### src/hdl/tcc_pkg.sv
// ----------------------------------------------------------------------------
// tcc_pkg: shared types and constants of the text console cursor
// Command codes, run descriptor and screen geometry used by all modules.
// ----------------------------------------------------------------------------
package tcc_pkg;

    localparam int unsigned COLUMNS  = 80;
    localparam int unsigned TAB_STOP = 8;
    localparam int unsigned COL_W    = 7;
    localparam int unsigned ROW_W    = 8;
    localparam int unsigned GLYPH_W  = 7;
    localparam int unsigned COLOR_W  = 32;
    localparam int unsigned MAX_RUN  = 4;
    localparam int unsigned RUN_IW   = $clog2(MAX_RUN);
    localparam int unsigned CFG_AW   = 2;
    localparam int unsigned OUT_W    = 2 + ROW_W + COL_W + GLYPH_W + 2 * COLOR_W;

    localparam logic [7:0] CH_BS    = 8'h08;
    localparam logic [7:0] CH_TAB   = 8'h09;
    localparam logic [7:0] CH_NL    = 8'h0A;
    localparam logic [7:0] CH_SPACE = 8'h20;
    localparam logic [7:0] CH_HIGH  = 8'h80;

    localparam logic [GLYPH_W-1:0] GLYPH_SPACE = GLYPH_W'(CH_SPACE);

    typedef enum logic [1:0] {
        CMD_CELL  = 2'd0,
        CMD_SHIFT = 2'd1,
        CMD_CLEAR = 2'd2
    } t_cmd;

    typedef enum logic [CFG_AW-1:0] {
        REG_TEXT_COLOR  = 2'd0,
        REG_BACK_COLOR  = 2'd1,
        REG_ROW_COUNT   = 2'd2,
        REG_SCROLL_MODE = 2'd3
    } t_reg;

    // One slot of a run: what the emitter puts out at that step.
    typedef enum logic [2:0] {
        K_CELL   = 3'd0,  // newline blank or printable write at the old cursor
        K_SHIFT  = 3'd1,
        K_CLEAR  = 3'd2,
        K_HOME   = 3'd3,  // inverted cursor at row 0, column 0
        K_CURSOR = 3'd4   // inverted cursor at the new position
    } t_kind;

    typedef struct packed {
        t_kind [MAX_RUN-1:0]  kinds;
        logic  [RUN_IW-1:0]   last_idx;
        logic  [ROW_W-1:0]    old_row;
        logic  [COL_W-1:0]    old_col;
        logic  [GLYPH_W-1:0]  glyph;
        logic  [ROW_W-1:0]    new_row;
        logic  [COL_W-1:0]    new_col;
    } t_run;

endpackage

### src/hdl/text_console_cursor_top.sv
// ----------------------------------------------------------------------------
// text_console_cursor_top: character console cursor controller
// Takes character bytes, tracks the cursor and streams display commands.
// ----------------------------------------------------------------------------
// Each byte produces a run of 1 to 4 display command words, the final one
// marked with tlast; words leave the output register at one per cycle while
// the output is not stalled, and the next byte is taken while the current run
// drains. The byte passes from the input register to the run register, and
// the first word of its run from the run register to the output register.
// Write the configuration registers only while no run is pending.
module text_console_cursor_top (
    input  logic                          i_clk,
    input  logic                          i_rst_n,
    // configuration write port
    input  logic                          i_cfg_we,
    input  logic [tcc_pkg::CFG_AW-1:0]    i_cfg_addr,
    input  logic [tcc_pkg::COLOR_W-1:0]   i_cfg_wdata,
    // character input
    input  logic                          i_s_axis_tvalid,
    output logic                          o_s_axis_tready,
    input  logic [7:0]                    i_s_axis_tdata,  // [7:0] char_byte
    // command output
    output logic                          o_m_axis_tvalid,
    input  logic                          i_m_axis_tready,
    // [1:0] command, [9:2] cell_row, [16:10] cell_col, [23:17] glyph_code,
    // [55:24] fore, [87:56] back
    output logic [tcc_pkg::OUT_W-1:0]     o_m_axis_tdata,
    output logic                          o_m_axis_tlast  // last
);
    import tcc_pkg::*;

    logic [COLOR_W-1:0] r_text_color;
    logic [COLOR_W-1:0] r_back_color;
    logic [ROW_W-1:0]   r_row_count;
    logic               r_scroll_mode;
    logic [COL_W-1:0]   r_cur_col;
    logic [ROW_W-1:0]   r_cur_row;
    logic               r_in_valid;
    logic [7:0]         r_in_byte;

    t_run               run;
    logic               run_take;
    logic               load;
    logic               s_accept;

    assign load            = r_in_valid && run_take;
    assign o_s_axis_tready = !r_in_valid || load;
    assign s_accept        = i_s_axis_tvalid && o_s_axis_tready;

    always_ff @(posedge i_clk) begin
        if (!i_rst_n) begin
            r_text_color  <= COLOR_W'(15);
            r_back_color  <= '0;
            r_row_count   <= ROW_W'(25);
            r_scroll_mode <= 1'b0;
        end else if (i_cfg_we) begin
            case (t_reg'(i_cfg_addr))
                REG_TEXT_COLOR:  r_text_color  <= i_cfg_wdata;
                REG_BACK_COLOR:  r_back_color  <= i_cfg_wdata;
                REG_ROW_COUNT:   r_row_count   <= i_cfg_wdata[ROW_W-1:0];
                REG_SCROLL_MODE: r_scroll_mode <= i_cfg_wdata[0];
                default: begin
                    r_scroll_mode <= r_scroll_mode;
                end
            endcase
        end
    end

    always_ff @(posedge i_clk) begin
        if (!i_rst_n) begin
            r_in_valid <= 1'b0;
            r_cur_col  <= '0;
            r_cur_row  <= '0;
        end else begin
            if (s_accept) begin
                r_in_valid <= 1'b1;
            end else if (load) begin
                r_in_valid <= 1'b0;
            end
            // advance the cursor as the run is handed to the emitter
            if (load) begin
                r_cur_col <= run.new_col;
                r_cur_row <= run.new_row;
            end
        end
    end

    always_ff @(posedge i_clk) begin
        if (s_accept) begin
            r_in_byte <= i_s_axis_tdata;
        end
    end

    tcc_plan u_plan (
        .i_char        (r_in_byte),
        .i_col         (r_cur_col),
        .i_row         (r_cur_row),
        .i_row_count   (r_row_count),
        .i_scroll_mode (r_scroll_mode),
        .o_run         (run)
    );

    tcc_emit u_emit (
        .i_clk        (i_clk),
        .i_rst_n      (i_rst_n),
        .i_load       (load),
        .i_run        (run),
        .o_take       (run_take),
        .i_text_color (r_text_color),
        .i_back_color (r_back_color),
        .o_valid      (o_m_axis_tvalid),
        .i_ready      (i_m_axis_tready),
        .o_data       (o_m_axis_tdata),
        .o_last       (o_m_axis_tlast)
    );

`ifndef SYNTHESIS
    a_col_on_screen: assert property (@(posedge i_clk) disable iff (!i_rst_n)
        r_cur_col < COL_W'(COLUMNS))
        else $error("cursor column off screen");

    a_in_hold: assert property (@(posedge i_clk) disable iff (!i_rst_n)
        r_in_valid && !load |=> r_in_valid && $stable(r_in_byte))
        else $error("pending byte lost before hand-off");

    a_cursor_hold: assert property (@(posedge i_clk) disable iff (!i_rst_n)
        !load |=> $stable(r_cur_col) && $stable(r_cur_row))
        else $error("cursor moved without a run hand-off");
`endif

endmodule

### src/hdl/tcc_plan.sv
// ----------------------------------------------------------------------------
// tcc_plan: cursor step logic
// Turns one character and the cursor position into a run descriptor and
// the next cursor position.
// ----------------------------------------------------------------------------
module tcc_plan (
    input  logic [7:0]                  i_char,
    input  logic [tcc_pkg::COL_W-1:0]   i_col,
    input  logic [tcc_pkg::ROW_W-1:0]   i_row,
    input  logic [tcc_pkg::ROW_W-1:0]   i_row_count,
    input  logic                        i_scroll_mode,
    output tcc_pkg::t_run               o_run
);
    import tcc_pkg::*;

    logic [ROW_W-1:0]   rows;
    logic               is_nl;
    logic               is_pr;
    logic [COL_W:0]     c1;
    logic [ROW_W:0]     r1;
    logic               wrap;
    logic               act;
    logic [RUN_IW-1:0]  p;

    assign rows  = (i_row_count == '0) ? ROW_W'(1) : i_row_count;
    assign is_nl = (i_char == CH_NL);
    assign is_pr = (i_char >= CH_SPACE) && (i_char < CH_HIGH);

    always_comb begin
        c1 = {1'b0, i_col};
        r1 = {1'b0, i_row};
        if (i_char == CH_BS && i_col != '0) begin
            c1 = c1 - (COL_W+1)'(1);
        end else if (i_char == CH_TAB) begin
            c1 = (c1 + (COL_W+1)'(TAB_STOP)) & ~(COL_W+1)'(TAB_STOP - 1);
        end else if (is_nl) begin
            c1 = '0;
            r1 = r1 + (ROW_W+1)'(1);
        end
        if (is_pr) begin
            c1 = c1 + (COL_W+1)'(1);
        end
        wrap = (c1 >= (COL_W+1)'(COLUMNS));
        if (wrap) begin
            c1 = '0;
            r1 = r1 + (ROW_W+1)'(1);
        end
        act = (r1 >= {1'b0, rows});
        if (act) begin
            if (i_scroll_mode) begin
                r1 = {1'b0, rows} - (ROW_W+1)'(1);
            end else begin
                r1 = '0;
                c1 = '0;
            end
        end

        // fill the run slots in emission order
        for (int i = 0; i < MAX_RUN; i++) begin
            o_run.kinds[i] = K_CURSOR;
        end
        p = '0;
        if (is_nl || is_pr) begin
            o_run.kinds[p] = K_CELL;
            p = p + RUN_IW'(1);
        end
        if (act) begin
            if (i_scroll_mode) begin
                o_run.kinds[p] = K_SHIFT;
                p = p + RUN_IW'(1);
            end else begin
                o_run.kinds[p] = K_CLEAR;
                p = p + RUN_IW'(1);
                o_run.kinds[p] = K_HOME;
                p = p + RUN_IW'(1);
            end
        end
        o_run.kinds[p]  = K_CURSOR;
        o_run.last_idx  = p;
        o_run.old_row   = i_row;
        o_run.old_col   = i_col;
        o_run.glyph     = is_nl ? GLYPH_SPACE : i_char[GLYPH_W-1:0];
        o_run.new_row   = r1[ROW_W-1:0];
        o_run.new_col   = c1[COL_W-1:0];
    end

endmodule

### src/hdl/tcc_emit.sv
// ----------------------------------------------------------------------------
// tcc_emit: command emitter
// Holds one run and walks its slots into the output register, one command
// word per cycle unless the output stalls.
// ----------------------------------------------------------------------------
module tcc_emit (
    input  logic                          i_clk,
    input  logic                          i_rst_n,
    input  logic                          i_load,
    input  tcc_pkg::t_run                 i_run,
    output logic                          o_take,
    input  logic [tcc_pkg::COLOR_W-1:0]   i_text_color,
    input  logic [tcc_pkg::COLOR_W-1:0]   i_back_color,
    output logic                          o_valid,
    input  logic                          i_ready,
    output logic [tcc_pkg::OUT_W-1:0]     o_data,
    output logic                          o_last
);
    import tcc_pkg::*;

    t_run               r_run;
    logic               r_run_valid;
    logic [RUN_IW-1:0]  r_idx;
    logic               r_out_valid;
    logic [OUT_W-1:0]   r_out_data;
    logic               r_out_last;

    logic               out_ready;
    logic               step;
    logic               step_last;
    t_kind              kind;
    t_cmd               n_cmd;
    logic [ROW_W-1:0]   n_row;
    logic [COL_W-1:0]   n_col;
    logic [GLYPH_W-1:0] n_glyph;
    logic [COLOR_W-1:0] n_fore;
    logic [COLOR_W-1:0] n_back;

    assign out_ready = !r_out_valid || i_ready;
    assign step      = r_run_valid && out_ready;
    assign step_last = step && (r_idx == r_run.last_idx);
    assign o_take    = !r_run_valid || step_last;
    assign kind      = r_run.kinds[r_idx];

    always_comb begin
        n_cmd   = CMD_CELL;
        n_row   = '0;
        n_col   = '0;
        n_glyph = GLYPH_SPACE;
        n_fore  = i_text_color;
        n_back  = i_back_color;
        case (kind)
            K_CELL: begin
                n_row   = r_run.old_row;
                n_col   = r_run.old_col;
                n_glyph = r_run.glyph;
            end
            K_SHIFT: begin
                n_cmd = CMD_SHIFT;
            end
            K_CLEAR: begin
                n_cmd = CMD_CLEAR;
            end
            K_HOME: begin
                n_fore = i_back_color;
                n_back = i_text_color;
            end
            K_CURSOR: begin
                n_row  = r_run.new_row;
                n_col  = r_run.new_col;
                n_fore = i_back_color;
                n_back = i_text_color;
            end
            default: begin
                n_cmd = CMD_CELL;
            end
        endcase
    end

    always_ff @(posedge i_clk) begin
        if (!i_rst_n) begin
            r_run_valid <= 1'b0;
            r_idx       <= '0;
            r_out_valid <= 1'b0;
        end else begin
            if (i_load) begin
                r_run_valid <= 1'b1;
                r_idx       <= '0;
            end else if (step_last) begin
                r_run_valid <= 1'b0;
            end else if (step) begin
                r_idx <= r_idx + RUN_IW'(1);
            end
            if (out_ready) begin
                r_out_valid <= r_run_valid;
            end
        end
    end

    // payload: hold while the word waits downstream
    always_ff @(posedge i_clk) begin
        if (i_load) begin
            r_run <= i_run;
        end
        if (step) begin
            r_out_data <= {n_back, n_fore, n_glyph, n_col, n_row, n_cmd};
            r_out_last <= (r_idx == r_run.last_idx);
        end
    end

    assign o_valid = r_out_valid;
    assign o_data  = r_out_data;
    assign o_last  = r_out_last;

endmodule

### config.mk
export PLATFORM = sky130hd
export DESIGN_NAME = text_console_cursor_top
export DESIGN_NICKNAME = d
export VERILOG_FILES = /design/src/hdl/tcc_pkg.sv /design/src/hdl/text_console_cursor_top.sv /design/src/hdl/tcc_plan.sv /design/src/hdl/tcc_emit.sv
export SDC_FILE = /design/constraint.sdc
export NUM_CORES = 1
export LEC_CHECK = 0
export ABC_AREA = 1
export BUFFER_PORTS_ARGS = -buffer_cell sky130_fd_sc_hd__buf_2
export CAP_MARGIN = 20
export CORE_AREA = 4 4 138 140
export CTS_BUF_LIST = sky130_fd_sc_hd__clkbuf_8 sky130_fd_sc_hd__clkbuf_16
export DETAILED_ROUTE_END_ITERATION = 10
export DIE_AREA = 0 0 142 144
export PLACE_DENSITY = 0.88
export SETUP_SLACK_MARGIN = 0.4
export SYNTH_ARGS = -nofsm -noshare
export SYNTH_HDL_FRONTEND = slang
export SYNTH_SLANG_ARGS = --single-unit
### constraint.sdc
create_clock -name i_clk -period 11.6 [get_ports i_clk]
set_input_delay 2.32 -clock i_clk [delete_from_list [all_inputs] [get_ports i_clk]]
set_output_delay 2.32 -clock i_clk [all_outputs]
set_load 0.1 [all_outputs]
# Yosys cells after proc, flatten, opt, wreduce, memory -nomap -nowiden
# Cells that the tools add are included.
# totals
ff_bits	241
elab_cells	135
output_inout_bits	91
# op_classes
mux	37
eq_ne	11
n_bitwise	14
magnitude_cmp	11
reduce_logical	29
n_addsub	9
# op_table
op	n
$mux 32	2
$mux 8	6
$mux 9	4
$mux 7	4
$and 8x8->8	3
$eq 8x4->1 const B	3
$mux 12	2
$not 8->8	3
$demux 3 s2	3
$pmux 8 s2	1
$mux 3	5
$pmux 7 s2	1
$reduce_and 2->1	5
$add 8x1->9 const B	1
$add 9x1->9 const B	1
$ge 9x8->1	1
$logic_and 1x1->1	9
$lt 2x3->1 const B	3
$add 7x4->8 const B	1
$add 8x1->8 const B	1
$ge 8x6->1 const B	1
$ge 8x7->1 const B	1
$logic_not 8->1	1
$lt 8x8->1 const B	1
30 further kinds	48

# Longest topological paths before layout
# depth
ltp_word	16
depth_mapped	37
mapped_depth_nobuf	35

# By module
# From an unflattened synthesis, not the netlist that was laid out.
# unflattened
cells_unflattened	1397
hier_area_um2	11852.6
# by_module_without_submodules
module	seq_area_each_um2	instances	area_each_um2	cells_each
tcc_emit	4284.1	1	6017.0	500
text_console_cursor_top	2021.9	1	3841.2	540
tcc_plan	0.0	1	1994.4	357

# Worst setup path before layout
# OpenSTA, ideal clock, no wires.
# synth_timing
kind	in2reg
startpoint	in i_m_axis_tready
endpoint	reg u_emit.r_idx[1]
setup_ns	0.123
required_time_ns	11.477
slack_ns	4.606
path_stages	7
path_buffers	0
arrival_time_ns	6.871
path_cell_list	inv_1 nand2_1 inv_1 nor2_1 nand2_1 o21ai_0 a21oi_1
# synth_between
elab_chain_cells	6
# synth_rtl
item	line_no	text
start: declaration	text_console_cursor_top.sv:24	input logic i_m_axis_tready,
$logic_or 1x1->1 (*)	tcc_emit.sv:39	assign out_ready = !r_out_valid || i_ready;
$logic_and 1x1->1 (*)	tcc_emit.sv:40	assign step = r_run_valid && out_ready;
via u_emit.step	tcc_emit.sv:29	logic step;
$logic_and 1x1->1	tcc_emit.sv:41	assign step_last = step && (r_idx == r_run.last_idx);
$logic_or 1x1->1	tcc_emit.sv:42	assign o_take = !r_run_valid || step_last;
$logic_and 1x1->1	text_console_cursor_top.sv:46	assign load = r_in_valid && run_take;
$reduce_or 2->1 (no source line)	--	
end signal: assignment	tcc_emit.sv:92	r_idx <= r_idx + RUN_IW'(1);
end: declaration	tcc_emit.sv:23	logic [RUN_IW-1:0] r_idx;
# Mark *: on every way through the listed nets, which the timed path passes. The rest lies on a longest branch.
# A chain may end at the register's enable or synchronous reset.

# Worst setup path after layout
# layout_timing
startpoint	in i_m_axis_tready
endpoint	out o_s_axis_tready
# layout_between
elab_chain_cells	6
# layout_rtl
item	line_no	text
$logic_or 1x1->1	tcc_emit.sv:39	
$logic_and 1x1->1	tcc_emit.sv:40	
$logic_and 1x1->1	tcc_emit.sv:41	
$logic_or 1x1->1	tcc_emit.sv:42	
$logic_and 1x1->1	text_console_cursor_top.sv:46	
$logic_or 1x1->1	text_console_cursor_top.sv:47	assign o_s_axis_tready = !r_in_valid || load;
end: declaration	text_console_cursor_top.sv:20	output logic o_s_axis_tready,
# Every way passes these cells.

==> impl_results.md <==
- Register area share after synthesis: 0.584
- Xor/xnor share of the synthesized area: 0.0148
- DP Wirelength: 16.1 mm
- Residual DRC: 0
- Slew headroom: 0.293
- Drt first pass iters: 7
- Synth Cell Area: 10,600 um^2
- Initial antenna violation count: 0
- Clk buf depth: 3
- DRT Wirelength: 24.8 mm
- Worst slew pin tran: 1.06 ns
- Clock Latency Late Sink: 0.50 ns
- Outcome: complete, no violations
- Post-CTS setup buffers: 0
- Post-synthesis mux area share: 0.00106
- Final setup fails: 0
- Post-placement cell area: 11,400 um^2
- Htree depth: 1
- CTS clock-pin slew for the worst setup and hold paths: 0.06 ns
- Arrival @ worst endpoint: 3.55 ns
- Via-per-instance ratio: 5.62
- PostCTS Resize Cnt: 0
- Area contributors post-synth: edfxtp_1 41%, dfxtp_1 18%, nand2_1 7.4%
- Yosys reg bits: 237
- First-pass GRT wire length: 39.5 mm
- Chip height: 144 um
- Gr usage total: 0.237
- Worst Path Required: 9.28 ns
- Starting Density: 0.593
- Peak supply drop: 0.177 mV
- Share of layout cells above drive strength 1: 0.186
- Die Wd: 142 um
- Post-synthesis compound-gate area fraction: 0.115
- Area share of and/or/nand/nor cells after synthesis: 0.194
- Minimum clock period: 5.87 ns
- Slew Limit Fails: 0
- CTS sink count: 237
- I/O pins: 138
- Vias in the first global route: 8,218
- Largest family of logic cells by synthesized area: simple AND/OR/NAND/NOR gates
- Clock skew: 0.0125 ns
- Clock root cell: clkbuf_16
- Initial drt markers: 946
- Inserted Clock Buffers: 23
- Setup TNS: 0 ns
- DRT antenna net count: 0
- Die area: 20,400 um^2
- Non-filler cells, final: 1,519
- Max Cap Violations: 0
- Port Buffers: 137
- Overflow after GRT: 0
- Total number of vias: 8,530
- Cell taking the most area after synthesis: edfxtp_1
- Gate Count Post-Synth: 1,152
- WL per Instance: 16.3 um
- Placer Congestion: 0.854
- P_leak: 5.23 nW
- Cells after DPL: 1,476
- Largest net degree at the start of global routing: 129
- Net Count, Synth: 1,219
- Synth warn: 0
- Avg Inst Size Synth: 9.19 um^2
- Area grow syn2layout: 15.7%
- Core Area: 17,800 um^2
- Power Total: 2.01 mW
- Design area: 12,200 um^2
- Hold Vio Cnt, Final: 0
- CP max FO: 3
- WS Path Type: primary input to output port
- Post-Synth Adder-Cell Area: 0.0236
- Site row count: 49
- Hold Path Class: flip-flop to flip-flop
- Crit start category: primary input
- Max Clk Rate: 170 MHz
- RSZ-0062 raised after global routing: false
- Core Util, Final: 0.687
- CTS tree: yes
- Top cell type's share of synthesized area: 0.408
- Hold-fix buffers, CTS: 0
- Critical Path Sink Type: output port
- Synth cell types: 46
- Commonest non-fill, non-tap cells in the layout: 208 x nand2_1, 144 x edfxtp_1, 139 x nor2_1
- Pwr Density: 164 nW/um^2
- Tcrit/Tclk final: 0.506
- Final nets: 1,340
- Commonest non-fill, non-tap cell in the layout: nand2_1
-- layer usage --
layer	GRT usage	up-vias	part of all wire
met3	0.0311	75	0.075
met1	0.288	3957	0.38
met2	0.429	426	0.51
met4	0.0934	0	0.035
li1	-	4072	-
met5	0	-	0
-- flip-flops by register name, indices dropped and copies added, names as in the netlist --
name	cells
u_emit.o_data	88
r_in_byte	8
u_emit.o_last	1
r_cur_row	8
u_emit.r_idx	2
u_emit.o_valid	1
r_text_color	32
r_cur_col	7
r_scroll_mode	1
r_in_valid	1
u_emit.r_run_valid	1
u_emit.r_run	47
r_back_color	32
r_row_count	8
-- stage by stage --
step | hold WS [ns] | worst slack (ns)
floorplan | 0.430 | 4.61
global placement | 0.450 | 5.74
detailed placement | 0.460 | 5.73
CTS | 0.475 | 5.72
global route | 0.493 | 5.57
finish | 0.478 | 5.73
-- path summary, 6_finish.rpt --
kind	startpoint	to	slack, ns	depth (start not counted)
setup / recovery	i_m_axis_tready	o_s_axis_tready	5.73	8
hold / removal	r_cur_col[0]$_SDFFE_PN0P_	r_cur_col[0]$_SDFFE_PN0P_	0.48	2
setup reg to reg	r_in_byte[5]$_DFFE_PP_	u_emit.r_run[7]$_DFFE_PP_	6.32	31
hold reg to reg	r_cur_col[0]$_SDFFE_PN0P_	r_cur_col[0]$_SDFFE_PN0P_	0.48	2
-- where the power goes --
part / switching [mW] / internal (mW)
clock: 0.314 / 0.442
sequential: 0.0177 / 0.944
combinational: 0.236 / 0.0522
-- synthesized netlist by cell type, drive strengths merged --
master	n
a211oi	1
a21o	1
a21oi	88
a311oi	1
a32oi	1
and2	1
buf	9
clkbuf	43
clkinv	2
dfxtp	93
edfxtp	144
ha	20
inv	126
mux2	1
nand2	217
nand3	71
nand3b	2
nand4	12
nor2	152
nor3	11
nor4	2
o211ai	8
o21a	6
o21ai	116
o31ai	1
or2	6
xnor2	4
xor2	13
-- area by class of cell --
type / instances / area, um^2
diodes: 1 / 2.50
clock buffers: 28 / 644
clock inverters: 13 / 131
fillers: 1196 / 5590
inverters: 128 / 483
multi-input cells: 735 / 3720
flip-flops and latches: 237 / 6190
well taps: 229 / 287
repair buffers: 148 / 796
-- worst max-delay path, cell delays in order --
cell and delay [ns]:
buf_2 0.08, inv_1 0.04, nand2_1 0.07, inv_1 0.08, o21ai_0 0.22, inv_1 0.13
nand2_1 0.14, buf_2 0.45
-- cell families after synthesis --
kind of cell	count (synthesis)
compound gates	223
xor+xnor	17
fa+ha+maj	20
buf+inv	180
flops	237
mux	1
simple gates	474
(Power assumes the default switching activity.)
